<file path="src/rtl/plyft_pkg.sv">
// Shared types and constants for the PLY face-list triangulator.
// Used by plyft_parse and ply_face_list_triangulator_top; no dependencies.
package plyft_pkg;

  // Configuration register indexes.
  localparam logic [1:0] CFG_COUNT_WIDTH = 2'd0;
  localparam logic [1:0] CFG_INDEX_WIDTH = 2'd1;
  localparam logic [1:0] CFG_BIG_ENDIAN  = 2'd2;
  localparam logic [1:0] CFG_REVERSE     = 2'd3;

  // Field width codes; any other code means four bytes.
  localparam logic [1:0] WIDTH_1B = 2'd0;
  localparam logic [1:0] WIDTH_2B = 2'd1;
  localparam logic [1:0] WIDTH_4B = 2'd2;

  // Progress through the first indices of a face.
  localparam logic [1:0] SEEN_NONE = 2'd0;
  localparam logic [1:0] SEEN_ONE  = 2'd1;
  localparam logic [1:0] SEEN_FULL = 2'd2;

  localparam logic [31:0] MIN_FACE_COUNT = 32'd3;

  typedef struct packed {
    logic [1:0] count_width_code;
    logic [1:0] index_width_code;
    logic       big_endian;
    logic       reverse_winding;
  } cfg_t;

  typedef struct packed {
    logic [31:0] corner_first;
    logic [31:0] corner_second;
    logic [31:0] corner_third;
    logic        face_done;
    logic        bad_face;
  } tri_t;

  // True when the byte at position pos is the last byte of a field of this width.
  function automatic logic field_last(input logic [1:0] code, input logic [1:0] pos);
    logic last;
    case (code)
      WIDTH_1B: last = 1'b1;
      WIDTH_2B: last = (pos != 2'd0);
      default:  last = (pos == 2'd3);
    endcase
    return last;
  endfunction

endpackage

</file>
<file path="src/rtl/ply_face_list_triangulator_top.sv">
// A triangle or error result passes through the input register, which takes its byte at
// acceptance, and then the result register.
// Throughput: one byte per cycle while the result side takes its requests; while a
// result is held, one more byte enters the input register and then the input stalls.
// Synchronous active-high rst clears the handshake, configuration (count width one byte,
// index width four bytes, little endian, normal winding) and all parse state.
module ply_face_list_triangulator_top
  import plyft_pkg::*;
(
  input  logic        clk,
  input  logic        rst,
  input  logic        in_valid,
  output logic        in_ready,
  input  logic [7:0]  data_byte,
  input  logic        section_start,
  output logic        out_valid,
  input  logic        out_ready,
  output logic [31:0] corner_first,
  output logic [31:0] corner_second,
  output logic [31:0] corner_third,
  output logic        face_done,
  output logic        bad_face,
  input  logic        cfg_write,
  input  logic [1:0]  cfg_index,
  input  logic [1:0]  cfg_data
);

  cfg_t       cfg;
  logic       s1_valid;
  logic [7:0] s1_byte;
  logic       s1_start;
  logic       out_free;
  logic       s1_advance;
  logic       result_valid;
  tri_t       result;
  tri_t       out_reg;

  assign out_free   = !out_valid || out_ready;
  assign s1_advance = s1_valid && out_free;
  assign in_ready   = !s1_valid || out_free;

  always_ff @(posedge clk) begin
    if (rst) begin
      cfg.count_width_code <= WIDTH_1B;
      cfg.index_width_code <= WIDTH_4B;
      cfg.big_endian       <= 1'b0;
      cfg.reverse_winding  <= 1'b0;
    end else if (cfg_write) begin
      case (cfg_index)
        CFG_COUNT_WIDTH: cfg.count_width_code <= cfg_data;
        CFG_INDEX_WIDTH: cfg.index_width_code <= cfg_data;
        CFG_BIG_ENDIAN:  cfg.big_endian       <= cfg_data[0];
        CFG_REVERSE:     cfg.reverse_winding  <= cfg_data[0];
        default: ;
      endcase
    end
  end

  always_ff @(posedge clk) begin
    if (rst) begin
      s1_valid <= 1'b0;
    end else if (in_valid && in_ready) begin
      s1_valid <= 1'b1;
    end else if (s1_advance) begin
      s1_valid <= 1'b0;
    end
  end

  always_ff @(posedge clk) begin
    if (in_valid && in_ready) begin
      s1_byte  <= data_byte;
      s1_start <= section_start;
    end
  end

  plyft_parse u_parse (
    .clk          (clk),
    .rst          (rst),
    .cfg          (cfg),
    .step         (s1_advance),
    .data_byte    (s1_byte),
    .section_start(s1_start),
    .result_valid (result_valid),
    .result       (result)
  );

  always_ff @(posedge clk) begin
    if (rst) begin
      out_valid <= 1'b0;
    end else if (s1_advance && result_valid) begin
      out_valid <= 1'b1;
    end else if (out_ready) begin
      out_valid <= 1'b0;
    end
  end

  always_ff @(posedge clk) begin
    if (s1_advance && result_valid) begin
      out_reg <= result;
    end
  end

  assign corner_first  = out_reg.corner_first;
  assign corner_second = out_reg.corner_second;
  assign corner_third  = out_reg.corner_third;
  assign face_done     = out_reg.face_done;
  assign bad_face      = out_reg.bad_face;

`ifndef ASSERT_OFF
  // An error result carries zero corners and closes the face.
  a_bad_zero: assert property (@(posedge clk) disable iff (rst)
    out_valid && bad_face |-> face_done && corner_first == 32'd0
      && corner_second == 32'd0 && corner_third == 32'd0)
    else $error("error result with nonzero corners");

  // A held byte in the input register is never dropped.
  a_s1_hold: assert property (@(posedge clk) disable iff (rst)
    s1_valid && !s1_advance |=> s1_valid)
    else $error("input register lost a byte");

  // The parser never steps while a result waits to be taken.
  a_no_overrun: assert property (@(posedge clk) disable iff (rst)
    out_valid && !out_ready |-> !s1_advance)
    else $error("parser stepped over a waiting result");
`endif

endmodule

</file>
<file path="src/rtl/plyft_parse.sv">
// Face-list parser: byte assembly, face count check and fan triangle generation.
// Depends on plyft_pkg. Parse state advances on each step; the result is combinational.
module plyft_parse
  import plyft_pkg::*;
(
  input  logic       clk,
  input  logic       rst,
  input  cfg_t       cfg,
  input  logic       step,
  input  logic [7:0] data_byte,
  input  logic       section_start,
  output logic       result_valid,
  output tri_t       result
);

  logic        reading_indices;
  logic [1:0]  byte_position;
  logic [31:0] word_accumulator;
  logic [31:0] indices_left;
  logic [1:0]  indices_seen;
  logic [31:0] fan_anchor;
  logic [31:0] previous_index;
  logic        error_latched;

  logic        reading_indices_next;
  logic [1:0]  byte_position_next;
  logic [31:0] word_accumulator_next;
  logic [31:0] indices_left_next;
  logic [1:0]  indices_seen_next;
  logic [31:0] fan_anchor_next;
  logic [31:0] previous_index_next;
  logic        error_latched_next;

  logic [31:0] acc_in;
  logic [1:0]  width_code;

  always_comb begin
    reading_indices_next  = reading_indices;
    byte_position_next    = byte_position;
    word_accumulator_next = word_accumulator;
    indices_left_next     = indices_left;
    indices_seen_next     = indices_seen;
    fan_anchor_next       = fan_anchor;
    previous_index_next   = previous_index;
    error_latched_next    = error_latched;
    result_valid          = 1'b0;
    result                = '0;
    acc_in                = '0;
    width_code            = cfg.count_width_code;

    // A section start clears everything, then the byte is parsed as the first count byte.
    if (section_start) begin
      reading_indices_next  = 1'b0;
      byte_position_next    = 2'd0;
      word_accumulator_next = '0;
      indices_left_next     = '0;
      indices_seen_next     = SEEN_NONE;
      fan_anchor_next       = '0;
      previous_index_next   = '0;
      error_latched_next    = 1'b0;
    end

    if (!error_latched_next) begin
      if (cfg.big_endian) begin
        acc_in = {word_accumulator_next[23:0], data_byte};
      end else begin
        acc_in = word_accumulator_next | ({24'd0, data_byte} << {byte_position_next, 3'b000});
      end
      width_code = reading_indices_next ? cfg.index_width_code : cfg.count_width_code;

      if (!field_last(width_code, byte_position_next)) begin
        word_accumulator_next = acc_in;
        byte_position_next    = byte_position_next + 2'd1;
      end else begin
        word_accumulator_next = '0;
        byte_position_next    = 2'd0;
        if (!reading_indices_next) begin
          if (acc_in < MIN_FACE_COUNT) begin
            error_latched_next = 1'b1;
            result_valid       = 1'b1;
            result.face_done   = 1'b1;
            result.bad_face    = 1'b1;
          end else begin
            indices_left_next    = acc_in;
            indices_seen_next    = SEEN_NONE;
            reading_indices_next = 1'b1;
          end
        end else begin
          indices_left_next = indices_left_next - 32'd1;
          case (indices_seen_next)
            SEEN_NONE: begin
              fan_anchor_next   = acc_in;
              indices_seen_next = SEEN_ONE;
            end
            SEEN_ONE: begin
              previous_index_next = acc_in;
              indices_seen_next   = SEEN_FULL;
            end
            default: begin
              result_valid        = 1'b1;
              result.corner_first = fan_anchor_next;
              if (cfg.reverse_winding) begin
                result.corner_second = acc_in;
                result.corner_third  = previous_index_next;
              end else begin
                result.corner_second = previous_index_next;
                result.corner_third  = acc_in;
              end
              result.face_done    = (indices_left_next == 32'd0);
              previous_index_next = acc_in;
            end
          endcase
          if (indices_left_next == 32'd0) begin
            reading_indices_next = 1'b0;
            indices_seen_next    = SEEN_NONE;
          end
        end
      end
    end
  end

  always_ff @(posedge clk) begin
    if (rst) begin
      reading_indices  <= 1'b0;
      byte_position    <= 2'd0;
      word_accumulator <= '0;
      indices_left     <= '0;
      indices_seen     <= SEEN_NONE;
      fan_anchor       <= '0;
      previous_index   <= '0;
      error_latched    <= 1'b0;
    end else if (step) begin
      reading_indices  <= reading_indices_next;
      byte_position    <= byte_position_next;
      word_accumulator <= word_accumulator_next;
      indices_left     <= indices_left_next;
      indices_seen     <= indices_seen_next;
      fan_anchor       <= fan_anchor_next;
      previous_index   <= previous_index_next;
      error_latched    <= error_latched_next;
    end
  end

`ifndef ASSERT_OFF
  // While a count is expected, no index of a face has been seen.
  a_seen_idle: assert property (@(posedge clk) disable iff (rst)
    !reading_indices |-> indices_seen == SEEN_NONE)
    else $error("index progress set outside an index list");

  // The index progress counter saturates and never takes its unused code.
  a_seen_range: assert property (@(posedge clk) disable iff (rst)
    indices_seen != 2'd3)
    else $error("index progress out of range");

  // An error is latched only at a field boundary, and holds the assembly empty.
  a_error_clean: assert property (@(posedge clk) disable iff (rst)
    error_latched |-> byte_position == 2'd0 && word_accumulator == 32'd0)
    else $error("partial field held while error latched");
`endif

endmodule
</file>
<file path="config.mk">
export PLATFORM = sky130hd
export DESIGN_NAME = ply_face_list_triangulator_top
export DESIGN_NICKNAME = d
export VERILOG_FILES = /design/src/rtl/plyft_pkg.sv /design/src/rtl/ply_face_list_triangulator_top.sv /design/src/rtl/plyft_parse.sv
export SDC_FILE = /design/constraint.sdc
export NUM_CORES = 1
export LEC_CHECK = 0
export BUFFER_PORTS_ARGS = -buffer_cell sky130_fd_sc_hd__buf_2
export CORE_MARGIN = 1
export CORE_UTILIZATION = 33
export CTS_BUF_LIST = sky130_fd_sc_hd__clkbuf_4 sky130_fd_sc_hd__clkbuf_8 sky130_fd_sc_hd__clkbuf_16
export CTS_CLUSTER_DIAMETER = 200
export DETAILED_ROUTE_END_ITERATION = 8
export PLACE_DENSITY = 0.54
export SYNTH_ARGS = -nofsm -noshare
export SYNTH_HDL_FRONTEND = slang
export SYNTH_SLANG_ARGS = --single-unit
export TNS_END_PERCENT = 10
</file>
<file path="constraint.sdc">
create_clock -name clk -period 7.84 [get_ports clk]
set_input_delay 0.784 -clock clk [delete_from_list [all_inputs] [get_ports clk]]
set_output_delay 0.784 -clock clk [all_outputs]
set_load 0.05 [all_outputs]
</file>
* Word level (Yosys, flattened, before mapping)
Index checks and enable logic that the tools add are counted.
** Operators by class
- Add/sub/neg operators :: 2
- $lt $le $gt $ge :: 1
- Equality and inequality tests :: 6
- Shift-type cells :: 1
- Mux-type cells :: 56
- Bitwise operators :: 3
- Reduce and logical (&&, ||, !) cells :: 22
** Operators by type and width (count)
- $mux 32 :: 20
- $mux 64 :: 1
- $logic_not 32->1 :: 1
- $lt 32x2->1 const B :: 1
- $or 32x32->32 :: 1
- $shl 8x5->32 :: 1
- $sub 32x1->32 const B :: 1
- $mux 1 :: 22
- $mux 2 :: 11
- $reduce_and 2->1 :: 4
- $eq 2x1->1 const B :: 3
- $eq 2x2->1 const B :: 3
- $logic_not 2->1 :: 3
- $reduce_bool 2->1 :: 3
- $reduce_or 5->1 :: 1
- $pmux 2 s2 :: 1
- $reduce_or 2->1 :: 2
- $logic_and 1x1->1 :: 3
- $reduce_or 3->1 :: 1
- $add 2x1->2 const B :: 1
- $logic_not 1->1 :: 2
- $logic_or 1x1->1 :: 2
- $not 1->1 :: 2
- $pmux 1 s2 :: 1
** Storage, ports and cells
- Register bits after elaboration :: 249
- Word-level logic and storage cells :: 112

* Longest topological paths before layout
- Depth in word-level cells :: 12
- Depth in mapped cells :: 15
- Depth with buffers taken out :: 11

* Cells and area by module
From an unflattened synthesis, not the netlist that was laid out.
** Unflattened totals
- Cells, all modules :: 1303
- Area, all modules :: 11850.1 um^2
** Modules (own cells, without submodules)
- plyft_parse :: times used 1, cells each 1159, area an instance 8271.7 um^2
- ply_face_list_triangulator_top :: times used 1, cells each 144, area an instance 3578.4 um^2

* Worst setup path after synthesis
Ideal clock, no wire load.
- Path kind :: register -> register
- From :: register s1_byte[7]
- To :: register out_reg (netlist bit bad_face) (enable)
- Setup time :: 589 ps
- Arrival :: 6982 ps
- Required time :: 7251 ps
- Slack :: 269 ps
- Cell stages (with the launch flop) :: 8
- Cell sequence :: edfxtp_1 a311oi_1 nor3_1 or4_4 nor4b_4 o2111ai_1 nand2b_1 a21oi_1
** On the way
- Longest elaborated chain between the ends :: 10
** RTL lines
- start, declared :: RTL line ply_face_list_triangulator_top.sv:30 : logic [7:0] s1_byte;
- start signal, assigned :: RTL line ply_face_list_triangulator_top.sv:71 : s1_byte <= data_byte;
- $shl 8x5->32 :: RTL line plyft_parse.sv:67 : acc_in = word_accumulator_next | ({24'd0, data_byte} << {byte_position_next, 3'b000});
- $or 32x32->32 :: RTL line plyft_parse.sv:67
- $mux 32 (*) :: RTL line plyft_parse.sv:64 : if (cfg.big_endian) begin
- $mux 32 (*) :: RTL line plyft_parse.sv:63 : if (!error_latched_next) begin
- $lt 32x2->1 (*) :: RTL line plyft_parse.sv:78 : if (acc_in < MIN_FACE_COUNT) begin
- $mux 1 (*) :: RTL line plyft_parse.sv:78
- $mux 1 (*) :: RTL line plyft_parse.sv:77 : if (!reading_indices_next) begin
- $mux 1 (*) :: RTL line plyft_parse.sv:71 : if (!field_last(width_code, byte_position_next)) begin
- $mux 1 (*) :: RTL line plyft_parse.sv:63
- $logic_and 1x1->1 (*) :: RTL line ply_face_list_triangulator_top.sv:98 : if (s1_advance && result_valid) begin
- end signal, assigned :: RTL line ply_face_list_triangulator_top.sv:99 : out_reg <= result;
- end, declared :: RTL line ply_face_list_triangulator_top.sv:36 : tri_t out_reg;
Mark *: on every way between the ends. The rest lies on a longest branch, timed or not. The select of a mux whose other input is x is not followed.
A chain may end at the register's enable or synchronous reset.

* Worst setup path in the final report
- From :: register s1_start
- To :: register out_reg (netlist bit corner_first[2]) (enable)
** On the way
- Longest elaborated chain between the ends :: 11
- Elaborated cells on any way between the ends :: 26
- Classes of those cells :: 1 x order compare; 3 x eq/ne; 1 x shift; 15 x mux; 1 x bitwise; 5 x reduce/logical
** RTL lines
- start, declared :: RTL line ply_face_list_triangulator_top.sv:31 : logic s1_start;
- start signal, assigned :: RTL line ply_face_list_triangulator_top.sv:72 : s1_start <= section_start;
- $mux 2 :: RTL line plyft_parse.sv:52 : if (section_start) begin
- $shl 8x5->32 :: RTL line plyft_parse.sv:67
- $or 32x32->32 :: RTL line plyft_parse.sv:67
- $mux 32 :: RTL line plyft_parse.sv:64
- $mux 32 :: RTL line plyft_parse.sv:63
- $lt 32x2->1 :: RTL line plyft_parse.sv:78
- $mux 1 :: RTL line plyft_parse.sv:78
- $mux 1 :: RTL line plyft_parse.sv:77
- $mux 1 :: RTL line plyft_parse.sv:71
- $mux 1 (*) :: RTL line plyft_parse.sv:63
- $logic_and 1x1->1 (*) :: RTL line ply_face_list_triangulator_top.sv:98
Marked as above.

==> flow_summary.ini <==
[route]
post_drt_wl_per_cell_um = 20.36
drc_errors = 26
vias_per_cell = 5.573
ant_nets = 0
drtPass1Iterations = 7
drt_iter0_drc = 982
drt-total-wl_um = 38160
vias = 10440

[worst_hold_path]
holdPathStages = 1
min_from = data_byte[2]
hp-class = in2reg
holdPathEnd = s1_byte[2]$_DFFE_PP_

[placement]
portBuffers = 117
post-place-cells = 1821
routabilityCongestion = 0.9423
placement.setup.worst_slack_ns = 2.795
dp_hpwl_um = 24750

[logic_synthesis]
synthesis.nets = 1341
synthCells = 1319
ys_ff_latch = 249
ys_warn_count = 0
async_flop_share_pct = 0
synth_seq_area_share_pct = 50.38
synth-edff-count = 107
syn-cell-area_um2 = 12020
synth_top_flop_cell = dfxtp_1
synth.distinct_cells = 75
syn_area_per_cell_um2 = 9.113

[worst_setup_path]
r2r_end = corner_first[2]$_SDFFCE_PP0P_
crit_arrival_ns = 5.26
cp_slowest_cell = a21oi_4
worst-path-buf-inv = 2
cp_max_fo = 68
cp_slowest_stage_delay_ns = 0.97
path_cells = buf_4 -> nor3_1 -> or4_4 -> nor4b_4 -> o2111ai_1 -> nand2b_1 -> a21oi_4 -> buf_12
worstReg2RegStart = s1_start$_DFFE_PP_
critPathKind = reg2reg
reg2reg_slack_ns = 2.79
critPathTopFamily = simple AND/OR/NAND/NOR gates
start_kind = flop
r2r_cells = 8
cp-end-kind = flop
worstPathRequired_ns = 8.05

[floorplan]
rows = 69
die_h_um = 192.9
pin_count = 118
floorplan.initialDensity_pct = 33.63
coreArea_um2 = 35740
dieArea_um2 = 37190
fp.dieW_um = 192.9

[sta]
final.setup.tns_ns = 0
fin_crit_sh_pct = 64.42
finalCriticalPeriod_ns = 5.050
max-slew-margin-rel_pct = 19.09
rsz0062_at_grt = no
finalSetupViolations = 0
fin_worst_skew_ns = 0.01314
hold_violations = 0
worstMarginPinSlew_ns = 1.211
fmax_ghz = 0.1980
layout_setup_ws_ns = 2.790
final_max_slew_viol_count = 0

[cells_and_area]
nNetsFinal = 1412
n_fill_cell = 3556
seq_area_um2 = 6060
fin_cells = 1874
layout-drive-gt1-share_pct = 16.50
area_delta_synth_final_pct = 17.50
multi_input_comb_area_um2 = 5515

[clock_network]
ctsResizeCount = 0
insertion_delay_ns = 0.55
numCtsBuffers = 28
postCtsHoldBufs = 0
root_buffer = clkbuf_16
cts_tree = done
clockBufferDepth = 3
htree_levels = 1
cts.clk_slew.worst_paths_ns = 0.06
cts.sink_count = 249
postCtsSetupRepairBufs = 0

[global_route]
grt-ovfl-total = 0
grt_max_degree = 130
antenna_found_initial = 1
grtUsageTotal_pct = 20.28
grt_first_pass_wirelength_um = 57750
grt_pass1_vias = 9486

[job]
maxCapViolCount = 0

[status]
violations = DRC
outcome = finished, violations left

[pwr]
p_per_area_nw_per_um2 = 225.2
p_leak_nw = 4.564
ir_worst_vdd_mv = 0.1420
through the flow:
step | instance area, µm² | hold slack [ns] | power (mW) | utilization, %
global placement | 13070 | 0.4403 | 1.737 | 36.57
global route | 14120 | 0.3918 | 3.285 | 39.51
finish | 14120 | 0.4112 | 3.181 | 39.52
CTS | 14120 | 0.3964 | 3.200 | 39.51
floorplan | 12020 | 0.4317 | 1.634 | -
detailed placement | 13070 | 0.4487 | 1.737 | 36.57
worst max-delay path by stage:
stage | startpoint | to | cells after the start
floorplan | s1_byte[7]$_DFFE_PP_ | bad_face$_SDFFCE_PP0P_ | 7
detailed placement | s1_start$_DFFE_PP_ | corner_first[7]$_SDFFCE_PP0P_ | 8
global placement | s1_start$_DFFE_PP_ | corner_first[5]$_SDFFCE_PP0P_ | 8
finish | s1_start$_DFFE_PP_ | corner_first[2]$_SDFFCE_PP0P_ | 8
global route | s1_start$_DFFE_PP_ | corner_first[2]$_SDFFCE_PP0P_ | 8
CTS | s1_start$_DFFE_PP_ | corner_first[7]$_SDFFCE_PP0P_ | 8
cell usage after synthesis, drive strengths merged (27+ instances only):
library cell,number,area (µm²)
nand2,88,330.3
buf,28,146.4
nor3,33,165.2
nand2b,27,168.9
and2,38,237.7
nor3b,27,202.7
clkbuf,80,300.3
o21ai,35,175.2
dfxtp,142,2843
a22oi,72,540.5
nand3,75,380.4
a21oi,126,630.6
edfxtp,107,3213
nor2,189,714.4
cells by family (layout without fill, tap and decap cells):
group | Yosys count | after routing | share of synthesized area, %
DFF | 249 | 249 | 50.38
and+or+nand+nor | 563 | 563 | 23.56
AOI/OAI and AO/OA | 345 | 345 | 18.99
adders and majority gates | 4 | 4 | 0.4164
muxes | 16 | 16 | 1.343
xor gates and xnor gates | 13 | 13 | 0.9472
other | 0 | 1 | 0
buffers and inverters | 129 | 222 | 4.372
sequential cells by signal, indices dropped and copies added (netlist names):
name                      cells
u_parse.indices_seen          2
u_parse.word_accumulator     32
face_done                     1
corner_third                 32
u_parse.previous_index       32
bad_face                      1
u_parse.error_latched         1
s1_byte                       8
u_parse.fan_anchor           32
corner_first                 32
corner_second                32
u_parse.reading_indices       1
cfg                           6
u_parse.indices_left         32
out_valid                     1
s1_start                      1
s1_valid                      1
u_parse.byte_position         2
area by class of cell:
class / count / share of cell area (%)
Sequential cell: 249 / 42.90
Multi-Input combinational cell: 941 / 39.05
Clock buffer: 38 / 5.953
Timing Repair Buffer: 149 / 5.953
Tap cell: 461 / 4.084
Clock inverter: 14 / 1.479
Inverter: 21 / 0.5581
Antenna cell: 1 / 0.01772
worst reg2reg max path: cells and delay by family, from the launching register on:
family,cells,cell delay [ns]
AO/OA/AOI/OAI,2,1.29
buffers and inverters,2,0.99
flip-flops,1,0.78
AND/OR/NAND/NOR,4,1.60
layer usage:
metal	vias up	share of wire [%]	GRT usage (%)
met5	-	0	0
met4	0	3.6	8.086
met3	72	7.9	3.455
met2	450	42	29.21
met1	4952	47	29.72
li1	4969	-	-
cell usage in the layout (no fill, tap or decap), types with 5 or more instances in the layout:
master / synthesis / final
o22ai_1: 6 / 5
a211oi_1: 22 / 22
a22o_1: 20 / 20
o21ai_0: 33 / 33
nor3_1: 33 / 26
a22oi_1: 72 / 72
nor2_1: 187 / 186
xnor2_1: 9 / 9
nand3_1: 74 / 73
or3_1: 13 / 13
clkbuf_16: 0 / 31
and2_1: 37 / 37
dfxtp_1: 142 / 141
bufinv_16: 0 / 5
buf_2: 12 / 116
inv_1: 20 / 20
nand4_1: 7 / 7
nand2_1: 88 / 88
a311oi_1: 7 / 7
o31ai_1: 5 / 5
buf_4: 1 / 32
nor4_1: 16 / 16
edfxtp_1: 107 / 107
nor3_2: 0 / 7
nor3b_1: 27 / 27
clkbuf_4: 0 / 5
a21oi_1: 126 / 125
a31oi_1: 6 / 6
nand3b_1: 5 / 5
nand2b_1: 27 / 26
mux2i_1: 15 / 15
clkinv_2: 0 / 5
or4_1: 7 / 7
nor2b_1: 19 / 19
power by group:
part	total, mW	internal, mW	leakage, nW	switching (mW)
Sequential	1.39	1.36	1.95	0.0329
Clock	1.46	0.918	0.523	0.546
Combinational	0.326	0.101	2.09	0.225
Total	3.18	2.38	4.56	0.804
Note: power is estimated with default switching activity, not from simulation.
